<file path="src/design/tfdc_pkg.sv">
// Package with the shared types, constants and duty tables of the thermal fan duty controller.
`default_nettype none

package tfdc_pkg;

  localparam int TEMP_W  = 19;
  localparam int MASK_W  = 4;
  localparam int DUTY_W  = 7;
  localparam int CFG_IDX_W = 3;

  typedef logic signed [TEMP_W-1:0] temp_t;
  typedef logic [MASK_W-1:0] mask_t;
  typedef logic [DUTY_W-1:0] duty_t;

  typedef enum logic [1:0] {
    LVL_LOW    = 2'd0,
    LVL_NORMAL = 2'd1,
    LVL_MID    = 2'd2,
    LVL_MAX    = 2'd3
  } level_t;

  // Register indexes on the configuration port.
  localparam logic [CFG_IDX_W-1:0] REG_CRITICAL_LIMIT    = 3'd0;
  localparam logic [CFG_IDX_W-1:0] REG_MAX_DOWN_LIMIT    = 3'd1;
  localparam logic [CFG_IDX_W-1:0] REG_MID_UP_LIMIT      = 3'd2;
  localparam logic [CFG_IDX_W-1:0] REG_MID_DOWN_LIMIT    = 3'd3;
  localparam logic [CFG_IDX_W-1:0] REG_NORMAL_UP_LIMIT   = 3'd4;
  localparam logic [CFG_IDX_W-1:0] REG_NORMAL_DOWN_LIMIT = 3'd5;
  localparam logic [CFG_IDX_W-1:0] REG_LOW_UP_LIMIT      = 3'd6;

  // Reset values of the limits, in millidegrees Celsius.
  localparam temp_t CRITICAL_LIMIT_RST    = 19'sd78000;
  localparam temp_t MAX_DOWN_LIMIT_RST    = 19'sd50000;
  localparam temp_t MID_UP_LIMIT_RST      = 19'sd57000;
  localparam temp_t MID_DOWN_LIMIT_RST    = 19'sd32000;
  localparam temp_t NORMAL_UP_LIMIT_RST   = 19'sd39000;
  localparam temp_t NORMAL_DOWN_LIMIT_RST = 19'sd0;
  localparam temp_t LOW_UP_LIMIT_RST      = 19'sd6000;

  localparam duty_t DUTY_FULL   = 7'd100;
  localparam duty_t DUTY_MID    = 7'd60;
  localparam duty_t DUTY_NORMAL = 7'd30;
  localparam duty_t DUTY_LOW_EVEN = 7'd40;
  localparam duty_t DUTY_OFF    = 7'd0;

  typedef struct packed {
    temp_t critical_limit;
    temp_t max_down_limit;
    temp_t mid_up_limit;
    temp_t mid_down_limit;
    temp_t normal_up_limit;
    temp_t normal_down_limit;
    temp_t low_up_limit;
  } limits_t;

  typedef struct packed {
    level_t level;
    logic   changed;
    logic   critical;
  } decision_t;

  function automatic duty_t duty_odd_of(level_t lvl);
    duty_t d;
    unique case (lvl)
      LVL_LOW:    d = DUTY_OFF;
      LVL_NORMAL: d = DUTY_NORMAL;
      LVL_MID:    d = DUTY_MID;
      LVL_MAX:    d = DUTY_FULL;
      default:    d = DUTY_FULL;
    endcase
    return d;
  endfunction

  function automatic duty_t duty_even_of(level_t lvl);
    duty_t d;
    unique case (lvl)
      LVL_LOW:    d = DUTY_LOW_EVEN;
      LVL_NORMAL: d = DUTY_NORMAL;
      LVL_MID:    d = DUTY_MID;
      LVL_MAX:    d = DUTY_FULL;
      default:    d = DUTY_FULL;
    endcase
    return d;
  endfunction

endpackage

`default_nettype wire

</file>
<file path="src/design/tfdc_policy.sv">
// Level policy: fault override and hysteresis stepping of the duty level for one poll.
`default_nettype none

module tfdc_policy #(
  parameter int FAN_COUNT = 4
) (
  input  wire tfdc_pkg::level_t  cur_level,
  input  wire tfdc_pkg::temp_t   temperature,
  input  wire tfdc_pkg::mask_t   fan_failed_mask,
  input  wire tfdc_pkg::mask_t   fan_present_mask,
  input  wire logic              read_error,
  input  wire tfdc_pkg::limits_t limits,
  output tfdc_pkg::decision_t    decision
);

  // Only fans that fit in the status masks are checked.
  localparam int CHK_N = (FAN_COUNT < tfdc_pkg::MASK_W) ? FAN_COUNT : tfdc_pkg::MASK_W;
  localparam tfdc_pkg::mask_t CHK_MASK = tfdc_pkg::mask_t'((1 << CHK_N) - 1);

  logic fault;

  assign fault = read_error || ((fan_failed_mask & CHK_MASK) != '0) ||
                 ((fan_present_mask & CHK_MASK) != CHK_MASK);

  always_comb begin
    decision.level    = cur_level;
    decision.changed  = 1'b0;
    decision.critical = 1'b0;
    if (fault) begin
      decision.level   = tfdc_pkg::LVL_MAX;
      decision.changed = 1'b1;
    end else begin
      unique case (cur_level)
        tfdc_pkg::LVL_MAX: begin
          if (temperature >= limits.critical_limit) begin
            decision.critical = 1'b1;
          end else if (temperature < limits.max_down_limit) begin
            decision.level   = tfdc_pkg::LVL_MID;
            decision.changed = 1'b1;
          end
        end
        tfdc_pkg::LVL_MID: begin
          if (temperature > limits.mid_up_limit) begin
            decision.level   = tfdc_pkg::LVL_MAX;
            decision.changed = 1'b1;
          end else if (temperature < limits.mid_down_limit) begin
            decision.level   = tfdc_pkg::LVL_NORMAL;
            decision.changed = 1'b1;
          end
        end
        tfdc_pkg::LVL_NORMAL: begin
          if (temperature > limits.normal_up_limit) begin
            decision.level   = tfdc_pkg::LVL_MID;
            decision.changed = 1'b1;
          end else if (temperature < limits.normal_down_limit) begin
            decision.level   = tfdc_pkg::LVL_LOW;
            decision.changed = 1'b1;
          end
        end
        tfdc_pkg::LVL_LOW: begin
          if (temperature > limits.low_up_limit) begin
            decision.level   = tfdc_pkg::LVL_NORMAL;
            decision.changed = 1'b1;
          end
        end
        default: begin
          decision.level = tfdc_pkg::LVL_MAX;
        end
      endcase
    end
  end

endmodule

`default_nettype wire

</file>
<file path="src/design/thermal_fan_duty_controller.sv">
// Top level of the thermal fan duty controller: input register, level policy, result register.
`default_nettype none

// The controller takes one poll per input transaction (temperature, fan failed
// and present masks, read error) and returns exactly one result transaction
// (level, odd and even fan duty, changed, critical) for each.
// Both channels use valid and stall; a transaction completes on a rising edge
// with valid high and stall low. The seven temperature limits are written on a
// plain write port (cfg_write, cfg_index, cfg_data); index seven is ignored.
// A poll is captured in the input register at its input transaction edge, and
// the compare-and-select policy then loads the result register, which raises
// out_valid; a stalled result can hold the poll in the input register meanwhile.
// Throughput is one transaction per cycle while out_stall is low; the duty level
// register loads in the same cycle as the result register, so the next poll sees it at once.
// When the receiver stalls, the result register holds, and one more poll can
// wait in the input register before in_stall rises.
// A synchronous reset empties both registers, sets the duty level to max and
// restores the limits to their default values.

module thermal_fan_duty_controller #(
  parameter int FAN_COUNT = 4
) (
  input  wire logic                             clk,
  input  wire logic                             rst,
  // Input channel.
  input  wire logic                             in_valid,
  output logic                                  in_stall,
  input  wire logic signed [tfdc_pkg::TEMP_W-1:0] temperature,
  input  wire logic [tfdc_pkg::MASK_W-1:0]      fan_failed_mask,
  input  wire logic [tfdc_pkg::MASK_W-1:0]      fan_present_mask,
  input  wire logic                             read_error,
  // Output channel.
  output logic                                  out_valid,
  input  wire logic                             out_stall,
  output logic [1:0]                            level,
  output logic [tfdc_pkg::DUTY_W-1:0]           duty_odd,
  output logic [tfdc_pkg::DUTY_W-1:0]           duty_even,
  output logic                                  changed,
  output logic                                  critical,
  // Configuration write port.
  input  wire logic                             cfg_write,
  input  wire logic [tfdc_pkg::CFG_IDX_W-1:0]   cfg_index,
  input  wire logic [tfdc_pkg::TEMP_W-1:0]      cfg_data
);

  tfdc_pkg::limits_t   limits;
  tfdc_pkg::level_t    duty_level;
  tfdc_pkg::decision_t decision;

  // Input register.
  logic              s1_valid;
  tfdc_pkg::temp_t   s1_temperature;
  tfdc_pkg::mask_t   s1_failed;
  tfdc_pkg::mask_t   s1_present;
  logic              s1_read_error;

  logic advance;

  // The result register can take a new value when it is empty or being drained.
  assign advance  = s1_valid && !(out_valid && out_stall);
  assign in_stall = s1_valid && out_valid && out_stall;

  // Limit registers.
  always_ff @(posedge clk) begin
    if (rst) begin
      limits.critical_limit    <= tfdc_pkg::CRITICAL_LIMIT_RST;
      limits.max_down_limit    <= tfdc_pkg::MAX_DOWN_LIMIT_RST;
      limits.mid_up_limit      <= tfdc_pkg::MID_UP_LIMIT_RST;
      limits.mid_down_limit    <= tfdc_pkg::MID_DOWN_LIMIT_RST;
      limits.normal_up_limit   <= tfdc_pkg::NORMAL_UP_LIMIT_RST;
      limits.normal_down_limit <= tfdc_pkg::NORMAL_DOWN_LIMIT_RST;
      limits.low_up_limit      <= tfdc_pkg::LOW_UP_LIMIT_RST;
    end else if (cfg_write) begin
      unique case (cfg_index)
        tfdc_pkg::REG_CRITICAL_LIMIT:    limits.critical_limit    <= cfg_data;
        tfdc_pkg::REG_MAX_DOWN_LIMIT:    limits.max_down_limit    <= cfg_data;
        tfdc_pkg::REG_MID_UP_LIMIT:      limits.mid_up_limit      <= cfg_data;
        tfdc_pkg::REG_MID_DOWN_LIMIT:    limits.mid_down_limit    <= cfg_data;
        tfdc_pkg::REG_NORMAL_UP_LIMIT:   limits.normal_up_limit   <= cfg_data;
        tfdc_pkg::REG_NORMAL_DOWN_LIMIT: limits.normal_down_limit <= cfg_data;
        tfdc_pkg::REG_LOW_UP_LIMIT:      limits.low_up_limit      <= cfg_data;
        default: begin
        end
      endcase
    end
  end

  // Input register: loads whenever it is not held by a stalled result.
  always_ff @(posedge clk) begin
    if (rst) begin
      s1_valid <= 1'b0;
    end else if (!in_stall) begin
      s1_valid <= in_valid;
    end
  end

  always_ff @(posedge clk) begin
    if (!in_stall) begin
      s1_temperature <= temperature;
      s1_failed      <= fan_failed_mask;
      s1_present     <= fan_present_mask;
      s1_read_error  <= read_error;
    end
  end

  tfdc_policy #(
    .FAN_COUNT (FAN_COUNT)
  ) u_policy (
    .cur_level        (duty_level),
    .temperature      (s1_temperature),
    .fan_failed_mask  (s1_failed),
    .fan_present_mask (s1_present),
    .read_error       (s1_read_error),
    .limits           (limits),
    .decision         (decision)
  );

  // Duty level state moves with each poll that reaches the result register.
  always_ff @(posedge clk) begin
    if (rst) begin
      duty_level <= tfdc_pkg::LVL_MAX;
    end else if (advance) begin
      duty_level <= decision.level;
    end
  end

  // Result register.
  always_ff @(posedge clk) begin
    if (rst) begin
      out_valid <= 1'b0;
    end else if (advance) begin
      out_valid <= 1'b1;
    end else if (!out_stall) begin
      out_valid <= 1'b0;
    end
  end

  always_ff @(posedge clk) begin
    if (advance) begin
      level     <= decision.level;
      duty_odd  <= tfdc_pkg::duty_odd_of(decision.level);
      duty_even <= tfdc_pkg::duty_even_of(decision.level);
      changed   <= decision.changed;
      critical  <= decision.critical;
    end
  end

endmodule

`default_nettype wire

</file>
<file path="config.mk">
export PLATFORM = sky130hd
export DESIGN_NAME = thermal_fan_duty_controller
export DESIGN_NICKNAME = d
export VERILOG_FILES = /design/src/design/tfdc_pkg.sv /design/src/design/tfdc_policy.sv /design/src/design/thermal_fan_duty_controller.sv
export SDC_FILE = /design/constraint.sdc
export NUM_CORES = 1
export LEC_CHECK = 0
export ABC_AREA = 1
export BUFFER_PORTS_ARGS = -buffer_cell sky130_fd_sc_hd__buf_2
export CELL_PAD_IN_SITES_DETAIL_PLACEMENT = 1
export CELL_PAD_IN_SITES_GLOBAL_PLACEMENT = 2
export CORE_MARGIN = 4
export CORE_UTILIZATION = 35
export DETAILED_ROUTE_END_ITERATION = 10
export PLACE_DENSITY_LB_ADDON = 0.1
export SLEW_MARGIN = 20
export SYNTH_ARGS = -nofsm -noshare
export SYNTH_HDL_FRONTEND = slang
export SYNTH_HIERARCHICAL = 1
export SYNTH_SLANG_ARGS = --single-unit
</file>
<file path="constraint.sdc">
create_clock -name clk -period 3.34 [get_ports clk]
set_input_delay 0.167 -clock clk [delete_from_list [all_inputs] [get_ports clk]]
set_output_delay 0.167 -clock clk [all_outputs]
set_load 0.05 [all_outputs]
</file>
==> results of run 1 <==
[kinds of logic (layout without fill, tap and decap cells)]
group | count (synthesis) | count (layout) | share of synthesized area
compound gates | 71 | 71 | 0.0369
fa+ha+maj | 136 | 136 | 0.164
buf+inv | 270 | 405 | 0.105
simple gates | 790 | 790 | 0.316
flops | 176 | 176 | 0.378
other cells | 1 | 2 | 0.000362
[worst max-delay path, stage by stage, from the launching register on]
cell	delay (ps)
sky130_fd_sc_hd__edfxtp_1	420
sky130_fd_sc_hd__buf_4	180
sky130_fd_sc_hd__ha_1	270
sky130_fd_sc_hd__nand2_1	40
sky130_fd_sc_hd__inv_1	70
sky130_fd_sc_hd__nand3_1	190
sky130_fd_sc_hd__nor2_1	220
sky130_fd_sc_hd__nand3_1	110
sky130_fd_sc_hd__nand4_1	110
sky130_fd_sc_hd__nand3_1	150
sky130_fd_sc_hd__o211ai_1	490
sky130_fd_sc_hd__inv_1	190
sky130_fd_sc_hd__ha_1	310
[power groups by stage]
stage	clock network (W)	logic [W]	registers, W
floorplan	0	0.000505	0.00236
global placement	0	0.000767	0.00237
detailed placement	0	0.000786	0.00237
CTS	0.00205	0.000831	0.00233
global route	0.00216	0.000964	0.00233
finish	0.00200	0.000847	0.00232
[synth_stat cells (2+ instances only)]
master                       n
sky130_fd_sc_hd__nor3_1      3
sky130_fd_sc_hd__inv_2       3
sky130_fd_sc_hd__clkbuf_1    6
sky130_fd_sc_hd__and2_1      2
sky130_fd_sc_hd__nand2_1   365
sky130_fd_sc_hd__nor2_1    225
sky130_fd_sc_hd__nor2_2     14
sky130_fd_sc_hd__nand4_1    15
sky130_fd_sc_hd__nand2_2     3
sky130_fd_sc_hd__ha_1      136
sky130_fd_sc_hd__buf_2      11
sky130_fd_sc_hd__nand3_2     2
sky130_fd_sc_hd__inv_1     220
sky130_fd_sc_hd__dfxtp_1   137
sky130_fd_sc_hd__buf_4      16
sky130_fd_sc_hd__buf_1      12
sky130_fd_sc_hd__edfxtp_1   39
sky130_fd_sc_hd__nand3_1   157
sky130_fd_sc_hd__a21oi_1    50
sky130_fd_sc_hd__o21ai_0     9
sky130_fd_sc_hd__o211ai_1    4
sky130_fd_sc_hd__a21o_1      4
sky130_fd_sc_hd__clkinv_1    2
[layout make-up]
class	instances	area, µm²	share of cell area
Tap cell	384	480	0.0392
Sequential cell	176	3910	0.320
Timing Repair Buffer	148	1050	0.0858
Clock buffer	22	454	0.0371
Inverter	225	847	0.0692
Clock inverter	10	113	0.00919
Multi-Input combinational cell	999	5390	0.440
[timing repair]
item / 4_1_cts / 5_1_grt
endpoints found under the hold margin: 53 / 0
hold buffers: 43 / 0
buffers inserted: 0 / 9
endpoints found under the setup margin: 0 / 2
gates resized for setup: 0 / 4
[stage by stage]
step,total power (W),cell area (µm²)
after CTS,0.00521,12200
final,0.00516,12200
after floorplan,0.00286,10400
after global routing,0.00545,12200
after detailed placement,0.00316,11200
after global placement,0.00314,11200
[worst paths after layout]
path	end	slack [ps]	start	cells past startpoint
setup / recovery	duty_odd[4]	320	s1_temperature[13]	12
hold reg to reg	limits[69]	460	limits[69]	2
setup reg to reg	duty_odd[4]	320	s1_temperature[13]	12
hold / removal	limits[118]	40	cfg_data[4]	3
[per-layer routing]
layer | global-route usage | vias to the layer above | share of wire | routed length [µm]
met5 | 0 | - | 0 | 0
met4 | 0.0439 | 0 | 0.012 | 426
met3 | 0.0375 | 21 | 0.031 | 1130
met2 | 0.359 | 127 | 0.44 | 16000
met1 | 0.321 | 4511 | 0.51 | 18600
li1 | - | 4780 | - | -
[flip-flops by register name, indices dropped and copies added (netlist names)]
signal and flops:
out_valid 1, duty_level 2, duty_even 3, s1_temperature 19, s1_present 4, level 2
critical 1, duty_odd 4, s1_failed 4, s1_valid 1, changed 1, s1_read_error 1
limits 133
==> results.md, run 1 <==
* Routed wirelength normalized by instance count at 18.4 µm
* Number of instances in the synthesized netlist at 1444
* Sum Neg Setup Slack at 0 ps
* Worst Hold Slack at 42.2 ps
* Share of cells above drive strength 1 at 0.101
* Sequential fraction of design power at 0.449
* Clock latency at the later pin of the worst-skew pair at 440 ps
* Outcome: finished, final reports clean
* Vias at 9439
* Count of H-tree levels built during CTS at 4
* Leftover overflow at the end of global routing at 0
* Synthesized area per cell at 7.18 µm²
* Master cell of the clock root buffer: sky130_fd_sc_hd__clkbuf_16
* Distinct cells, synth at 32
* Number of nets in the finished design at 1758
* Summed instance area of the synthesized netlist at 10400 µm²
* Leakage power at 6.11 nW
* Period minus WS final at 3020 ps
* Element type at the critical path start: flop
* Iteration-0 DRC count of the detailed router at 480
* Floorplan die area at 32400 µm²
* Maximum ir drop on the vdd rail at 0.358 mV
* Cell taking the most area after synthesis: sky130_fd_sc_hd__dfxtp_1
* TritonCTS clock tree: yes
* Total I/O pin count at 75
* Flops & latches, synth at 176
* Die Y at 180 µm
* Area share of the largest cell type after synthesis at 0.265
* Cell area power density at 422 nW/µm²
* Final Hold Violating Endpoints at 0
* Final routed wirelength across all metal layers at 36200 µm
* Cell-internal power at 0.00368 W
* Total DRC errors in the routed layout at 0
* Number of sinks on the clock net at 176
* Total inserted antenna cells at 0
* Required arrival time at the worst endpoint at 3530 ps
* Hold Crit Class: in2reg
* Relative contribution of combinational cells to total power at 0.164
* Part of the Yosys area used for sequential elements at 0.378
* Maximum count of clock buffers along a single path at 2
* Final-report setup violation count at 0
* Vias in the first global route at 9558
* Per-cell via count in the routed design at 4.81
* Clock network fraction of total power at 0.387
* Antenna Nets Post-Route at 0
* Slew at the pin closest to its max-slew limit at 852 ps
* RSZ-0062 raised after global routing: no
* Overall Global Routing Usage at 0.224
* Async set-reset flop share out of synthesis at 0
* Post-placement worst setup slack at 72.7 ps
* Flip-flop cell with the highest count after synthesis: sky130_fd_sc_hd__dfxtp_1
* Core Box Area at 28900 µm²
* WP data arrival at 3210 ps
* Post-Layout Cell Count at 1964
* Post-CTS clock slew at the launch and capture registers of the worst setup and hold paths at 70 ps
* Rel. slew slack at 0.431
* Filler instances at 3659
* Row count at 62
* Die span in x at 180 µm
* Final cycle utilization of the critical path at 0.904
* RePlAce Congestion at 0.816
* Antenna violations before repair at 0
* Count of pins over their slew limit at 0
* Fmax achieved at 331 MHz
* Input/output buffers at 72
* Number of placed instances with taps included at 1880
* Highest fanout seen on the critical path at 5
* # Max-Cap Violations at 0
* Worst setup path class: reg2reg
* Area added between synthesis and finish at 18.2%
* Largest net degree at the start of global routing at 77
* Net Sw Frac at 0.288
* Initial standard-cell utilization of the core at 0.358
* Number of iterations in the first detailed-routing pass at 5
* HPWL after detailed placement at 25800 µm
* Post-route worst setup slack at 319 ps
* Number of buffers inserted during clock tree synthesis at 17
* Highest-count cells in the layout ignoring fill and taps: sky130_fd_sc_hd__nand2_1 (364), sky130_fd_sc_hd__nor2_1 (221), sky130_fd_sc_hd__inv_1 (220)
* Clock skew after layout at 9.05 ps
* Wire length of the first global-routing pass at 56200 µm
* Post-Route Utilization at 0.423
* Switching power of the nets at 0.00149 W
* Post-synth EDFFs at 39
* Area contributors post-synth: sky130_fd_sc_hd__dfxtp_1 (26%), sky130_fd_sc_hd__ha_1 (16%), sky130_fd_sc_hd__nand2_1 (13%)
* Synth Warn # at 6
* Most common library cell in the layout ignoring fill and taps: sky130_fd_sc_hd__nand2_1
* Type of element capturing the critical path: flop
(Power assumes the default switching activity.)
==> run 2, diff against run 1 <==
==> constraint.sdc (replaced) <==
create_clock -name clk -period 3.34 [get_ports clk]
set_input_delay 0.167 -clock clk [delete_from_list [all_inputs] [get_ports clk]]
set_output_delay 0.167 -clock clk [all_outputs]
set_load 0.005 [all_outputs]
==> run 2 against run 1 <==
Core utilization about the same; first-iteration DRC count decreased by 5.2%; routed wire length decreased by 2.2%; cell count decreased by 0.20%; highest routed layer unchanged; clock power increased by 7%; critical path depth increased by 2; combinational power decreased by 3.9%; critical endpoint is now duty_odd[5]; register-to-register slack got worse by 70 ps; sequential cell count unchanged; critical path type unchanged.
==> results.md, run 2 (same netlist as run 1, synthesis figures left out) <==
* Final Hold Violating Endpoints at 0 (unchanged)
* Total I/O pin count at 75 (unchanged)
* Routed wirelength normalized by instance count at 18.1 µm (was 18.4 µm)
* WP data arrival at 3270 ps (was 3210 ps)
* Crit path cell chain: ha_1, nand2_1, o21ai_0, nand2_1, nand4_1, nand3_2, nand2_1, nand2_1, nand3_1, nand2_1, nand2_2, inv_1, ha_1, or2_2 (was buf_4, ha_1, nand2_1, inv_1, nand3_1, nor2_1, nand3_1, nand4_1, nand3_1, o211ai_1, inv_1, ha_1)
* Number of sinks on the clock net at 176 (unchanged)
* Hold Crit Class: in2reg (unchanged)
* Final cycle utilization of the critical path at 0.925 (was 0.904)
* Worst path most repeated cell: sky130_fd_sc_hd__nand2_1 (was sky130_fd_sc_hd__nand3_1)
* Most common library cell in the layout ignoring fill and taps: sky130_fd_sc_hd__nand2_1 (unchanged)
* Slowest CP cell: sky130_fd_sc_hd__edfxtp_1 (was sky130_fd_sc_hd__o211ai_1)
* Leftover overflow at the end of global routing at 0 (unchanged)
* Register containing the most flip-flops in the final layout: limits (unchanged)
* Maximum cell stage delay along the critical path at 490 ps (about the same)
* Sum Neg Setup Slack at 0 ps (unchanged)
* Die Y at 180 µm (unchanged)
* Number of iterations in the first detailed-routing pass at 4 (was 5)
* Maximum count of clock buffers along a single path at 2 (unchanged)
* Element type at the critical path start: flop (unchanged)
* Placement Cell Area at 11200 µm² (about the same)
* Filler instances at 3633 (was 3659)
* Clock latency at the later pin of the worst-skew pair at 450 ps (was 440 ps)
* Vias at 9410 (was 9439)
* CP Launch Point: s1_temperature[2] (was s1_temperature[13])
* Number of buffers inserted during clock tree synthesis at 17 (unchanged)
* Worst hold start: out_stall (was cfg_data[4])
* Highest fanout seen on the critical path at 6 (was 5)
* RePlAce Congestion at 0.834 (was 0.816)
* Critical register-to-register path startpoint: s1_temperature[2] (was s1_temperature[13])
* Antenna violations before repair at 0 (unchanged)
* Per-cell via count in the routed design at 4.80 (was 4.81)
* Master cell of the clock root buffer: sky130_fd_sc_hd__clkbuf_16 (unchanged)
* TritonCTS clock tree: yes (unchanged)
* Antenna Nets Post-Route at 0 (unchanged)
* Outcome: finished, final reports clean (unchanged)
* Fmax achieved at 324 MHz (was 331 MHz)
* Wire length of the first global-routing pass at 55600 µm (was 56200 µm)
* Final-report setup violation count at 0 (unchanged)
* Post-CTS clock slew at the launch and capture registers of the worst setup and hold paths at 70 ps (about the same)
* Type of element capturing the critical path: flop (unchanged)
* Count of H-tree levels built during CTS at 4 (unchanged)
* Iteration-0 DRC count of the detailed router at 455 (was 480)
* # Max-Cap Violations at 0 (unchanged)
* Share of cells above drive strength 1 at 0.105 (was 0.101)
* Top Registers: limits (133), s1_temperature (19) (unchanged)
* Cell area after layout at 12300 µm² (was 12200 µm²)
* Die span in x at 180 µm (unchanged)
* Crit-path leading delay family: simple AND/OR/NAND/NOR gates (unchanged)
* HPWL after detailed placement at 25400 µm (was 25800 µm)
* Area added between synthesis and finish at 18.2% (about the same)
* Post-Route Utilization at 0.424 (was 0.423)
* Largest net degree at the start of global routing at 79 (was 77)
* Total DRC errors in the routed layout at 0 (unchanged)
* Number of nets in the finished design at 1754 (was 1758)
* Worst Hold Slack at 24.7 ps (was 42.2 ps)
* Worst setup path class: reg2reg (unchanged)
* Slew at the pin closest to its max-slew limit at 874 ps (was 852 ps)
* Row count at 62 (unchanged)
* Rel. slew slack at 0.416 (was 0.431)
* Count of pins over their slew limit at 0 (unchanged)
* Final Power at 0.00527 W (was 0.00516 W)
* Maximum ir drop on the vdd rail at 0.349 mV (was 0.358 mV)
* Vias in the first global route at 9593 (was 9558)
* Required arrival time at the worst endpoint at 3520 ps (was 3530 ps)
* Highest-count cells in the layout ignoring fill and taps: sky130_fd_sc_hd__nand2_1 (364), sky130_fd_sc_hd__nor2_1 (221), sky130_fd_sc_hd__inv_1 (220) (unchanged)
* Floorplan die area at 32400 µm² (unchanged)
* Leakage power at 6.11 nW (about the same)
* Clock skew after layout at 16.3 ps (was 9.05 ps)
* Initial standard-cell utilization of the core at 0.358 (unchanged)
* Cell area power density at 430 nW/µm² (was 422 nW/µm²)
* Input/output buffers at 72 (unchanged)
* Max reg flops at 133 (unchanged)
* Overall Global Routing Usage at 0.221 (was 0.224)
* Period minus WS final at 3090 ps (was 3020 ps)
* Final routed wirelength across all metal layers at 35400 µm (was 36200 µm)
* Total inserted antenna cells at 0 (unchanged)
* Worst path bufs/invs at 1 (was 3)
* RSZ-0062 raised after global routing: no (unchanged)
* Core Box Area at 28900 µm² (unchanged)
==> run 2: worst paths after layout <==
| kind | slack, ps | to | cells after the start |
|---|---|---|---|
| max reg2reg | 250 | duty_odd[5] | 14 |
| min reg2reg | 460 | limits[6] | 2 |
| min | 20 | out_valid | 3 |
| max | 250 | duty_odd[5] | 14 |
==> run 2: power breakdown <==
group	internal (W)	total [W]	switching (W)
combinational	0.000300	0.000814	0.000514
sequential	0.00225	0.00232	0.0000629
clock	0.00119	0.00214	0.000951
total	0.00374	0.00527	0.00153
==> run 2: area by class of cell <==
type,count,area [µm²],share of cell area
Clock buffer,18,429,0.0350
Multi-Input combinational cell,999,5400,0.440
Inverter,225,847,0.0691
Timing Repair Buffer,144,1010,0.0825
Clock inverter,14,178,0.0145
Tap cell,384,480,0.0392
Sequential cell,176,3910,0.319
==> run 2: tightest hold or removal path, stage by stage <==
cell	delay [ps]
sky130_fd_sc_hd__buf_2	90
sky130_fd_sc_hd__nand2_1	90
sky130_fd_sc_hd__a21oi_1	70
==> run 2: metrics by stage <==
stage | cells | setup WS, ps
finish | 1960 | 252
detailed placement | 1878 | 103
global route | 1960 | 77.2
CTS | 1949 | 75.0
global placement | 1878 | 128
floorplan | 1445 | 768
==> run 2: metal layers <==
metal	share of wire	track usage	wire length, µm	vias to the layer above
met5	0	0	0	-
met4	0.012	0.0445	415	0
met3	0.028	0.0277	997	27
met2	0.45	0.362	16000	115
met1	0.51	0.316	17900	4493
li1	-	-	-	4775
==> run 2: repair_timing <==
item | in CTS | in global routing
endpoints found under the hold margin | 49 | 0
hold buffers | 39 | 0
setup endpoints to repair | 0 | 1
gates resized for setup | 0 | 4
buffers inserted | 0 | 11
==> run 3, diff against run 2 <==
--- a/config.mk
+++ b/config.mk
@@ -12,7 +12,7 @@
 export CORE_MARGIN = 4
 export CORE_UTILIZATION = 35
 export DETAILED_ROUTE_END_ITERATION = 10
-export PLACE_DENSITY_LB_ADDON = 0.1
+export PLACE_DENSITY_LB_ADDON = 0.12
 export SLEW_MARGIN = 20
 export SYNTH_ARGS = -nofsm -noshare
 export SYNTH_HDL_FRONTEND = slang
==> run 3 against run 2 <==
Largest power group unchanged; first-iteration DRC count up 0.88%; critical path depth up 2; sequential share of layout area barely moved.
==> results.md, run 3 (same netlist as run 1, synthesis figures left out) <==
* Outcome: finished, final reports clean (unchanged)
* Per-cell via count in the routed design at 4.84 (was 4.80)
* Die Y at 180 µm (unchanged)
* Slowest CP cell: sky130_fd_sc_hd__edfxtp_1 (unchanged)
* Required arrival time at the worst endpoint at 3540 ps (was 3520 ps)
* Worst Hold Slack at 30.3 ps (was 24.7 ps)
* Initial standard-cell utilization of the core at 0.358 (unchanged)
* Number of nets in the finished design at 1746 (was 1754)
* Die span in x at 180 µm (unchanged)
* Vias at 9457 (was 9410)
* Net Sw Frac at 0.281 (was 0.290)
* Switching power of the nets at 0.00152 W (was 0.00153 W)
* Post-CTS clock slew at the launch and capture registers of the worst setup and hold paths at 70 ps (about the same)
* Crit path cell chain: ha_1, nand2_1, nor2_1, buf_4, nand2_1, nor2_1, nand2_1, nand4_1, nand2_1, a21oi_1, nand3_1, nand2_1, nand2_1, buf_4, ha_1, or2_2 (was ha_1, nand2_1, o21ai_0, nand2_1, nand4_1, nand3_2, nand2_1, nand2_1, nand3_1, nand2_1, nand2_2, inv_1, ha_1, or2_2)
* Top Registers: limits (133), s1_temperature (19) (unchanged)
* Clock skew after layout at 10.0 ps (was 16.3 ps)
* Total inserted antenna cells at 0 (unchanged)
* Cell area power density at 441 nW/µm² (was 430 nW/µm²)
* Input/output buffers at 72 (unchanged)
* Number of buffers inserted during clock tree synthesis at 17 (unchanged)
* Leftover overflow at the end of global routing at 0 (unchanged)
* Sequential fraction of design power at 0.430 (was 0.439)
* WP data arrival at 3290 ps (was 3270 ps)
* Largest net degree at the start of global routing at 74 (was 79)
* TritonCTS clock tree: yes (unchanged)
* RSZ-0062 raised after global routing: no (unchanged)
* Total DRC errors in the routed layout at 0 (unchanged)
* Leakage power at 6.11 nW (about the same)
* Count of pins over their slew limit at 0 (unchanged)
* Clock latency at the later pin of the worst-skew pair at 460 ps (was 450 ps)
* Worst setup path class: reg2reg (unchanged)
* Routed wirelength normalized by instance count at 18.6 µm (was 18.1 µm)
* Share of cells above drive strength 1 at 0.0957 (was 0.105)
* Fmax achieved at 324 MHz (about the same)
* Core Box Area at 28900 µm² (unchanged)
* # Max-Cap Violations at 0 (unchanged)
* Final Hold Violating Endpoints at 0 (unchanged)
* Area added between synthesis and finish at 18.4% (was 18.2%)
* Antenna Nets Post-Route at 0 (unchanged)
* Final routed wirelength across all metal layers at 36400 µm (was 35400 µm)
* Max reg flops at 133 (unchanged)
* Cell-internal power at 0.00389 W (was 0.00374 W)
* Final cycle utilization of the critical path at 0.925 (about the same)
* Highest-count cells in the layout ignoring fill and taps: sky130_fd_sc_hd__nand2_1 (365), sky130_fd_sc_hd__nor2_1 (223), sky130_fd_sc_hd__inv_1 (220) (was sky130_fd_sc_hd__nand2_1 (364), sky130_fd_sc_hd__nor2_1 (221), sky130_fd_sc_hd__inv_1 (220))
* Type of element capturing the critical path: flop (unchanged)
* Total I/O pin count at 75 (unchanged)
* Period minus WS final at 3090 ps (about the same)
* RePlAce Congestion at 0.852 (was 0.834)
* Highest fanout seen on the critical path at 7 (was 6)
* Register containing the most flip-flops in the final layout: limits (unchanged)
* Relative contribution of combinational cells to total power at 0.149 (was 0.154)
* Number of iterations in the first detailed-routing pass at 5 (was 4)
* Element type at the critical path start: flop (unchanged)
* Number of sinks on the clock net at 176 (unchanged)
* Maximum count of clock buffers along a single path at 2 (unchanged)
* Maximum ir drop on the vdd rail at 0.371 mV (was 0.349 mV)
* Count of H-tree levels built during CTS at 4 (unchanged)
* Vias in the first global route at 9708 (was 9593)
* Row count at 62 (unchanged)
* Worst path most repeated cell: sky130_fd_sc_hd__nand2_1 (unchanged)
* Maximum cell stage delay along the critical path at 560 ps (was 490 ps)
* Final-report setup violation count at 0 (unchanged)
* Most common library cell in the layout ignoring fill and taps: sky130_fd_sc_hd__nand2_1 (unchanged)
* HPWL after detailed placement at 26500 µm (was 25400 µm)
* Rel. slew slack at 0.399 (was 0.416)
* Floorplan die area at 32400 µm² (unchanged)
* Placement Cell Area at 11200 µm² (about the same)
* Overall Global Routing Usage at 0.230 (was 0.221)
* Master cell of the clock root buffer: sky130_fd_sc_hd__clkbuf_16 (unchanged)
* Post-Route Utilization at 0.424 (about the same)
* Antenna violations before repair at 3 (was 0)
* Slew at the pin closest to its max-slew limit at 899 ps (was 874 ps)
* Filler instances at 3690 (was 3633)
* Hold Crit Class: in2reg (unchanged)
* Wire length of the first global-routing pass at 57000 µm (was 55600 µm)
* Sum Neg Setup Slack at 0 ps (unchanged)
* Iteration-0 DRC count of the detailed router at 459 (was 455)
* Clock network fraction of total power at 0.421 (was 0.406)
* Cell area after layout at 12300 µm² (about the same)
[run 3: what timing repair did]
action,CTS,global route
setup endpoints to repair,0,1
resized for setup,0,2
hold buffers,43,0
buffers inserted,0,1
endpoints found under the hold margin,57,0
[run 3: final timing paths]
check | cells past startpoint | slack, ps | start | to
max | 16 | 250 | s1_temperature[6] | duty_odd[5]
min | 3 | 30 | cfg_data[4] | limits[42]
max reg2reg | 16 | 250 | s1_temperature[6] | duty_odd[5]
min reg2reg | 2 | 460 | limits[69] | limits[69]
[run 3: layer usage]
metal / routed length, µm / global-route usage / vias to the layer above / share of wire
li1: - / - / 4759 / -
met4: 407 / 0.0502 / 6 / 0.011
met2: 17200 / 0.386 / 150 / 0.47
met1: 17400 / 0.311 / 4513 / 0.48
met3: 1330 / 0.0418 / 29 / 0.036
met5: 39 / 0 / - / 0.0011
[run 3: final cells by class]
type                            count  area, µm²  share of cell area
Clock buffer                       17        425              0.0347
Timing Repair Buffer              136        986              0.0803
Tap cell                          384        480              0.0392
Sequential cell                   176       3910               0.319
Multi-Input combinational cell    999       5390               0.439
Clock inverter                     15        231              0.0189
Inverter                          225        847              0.0690
[run 3: power groups by stage]
stage          Combinational (W)  Sequential [W]  Clock [W]
2_1_floorplan           0.000493         0.00235          0
3_3_place_gp            0.000744         0.00237          0
3_5_place_dp            0.000763         0.00238          0
4_1_cts                 0.000806         0.00233    0.00235
5_1_grt                 0.000924         0.00234    0.00244
6_report                0.000805         0.00233    0.00228
[run 3: worst max-delay path: cells and delay by family (launching register included)]
kind,cells,cell delay [ps]
and+or+nand+nor,11,1190
AOI/OAI and AO/OA,1,130
adders and majority gates,2,570
DFF,1,560
buffers and inverters,2,360
[run 3: per-stage QoR]
stage	total power, W	worst slack, ps	instances
CTS	0.00548	213	1951
floorplan	0.00284	768	1445
global placement	0.00312	238	1876
global route	0.00570	40.5	1952
detailed placement	0.00314	233	1876
finish	0.00541	252	1952
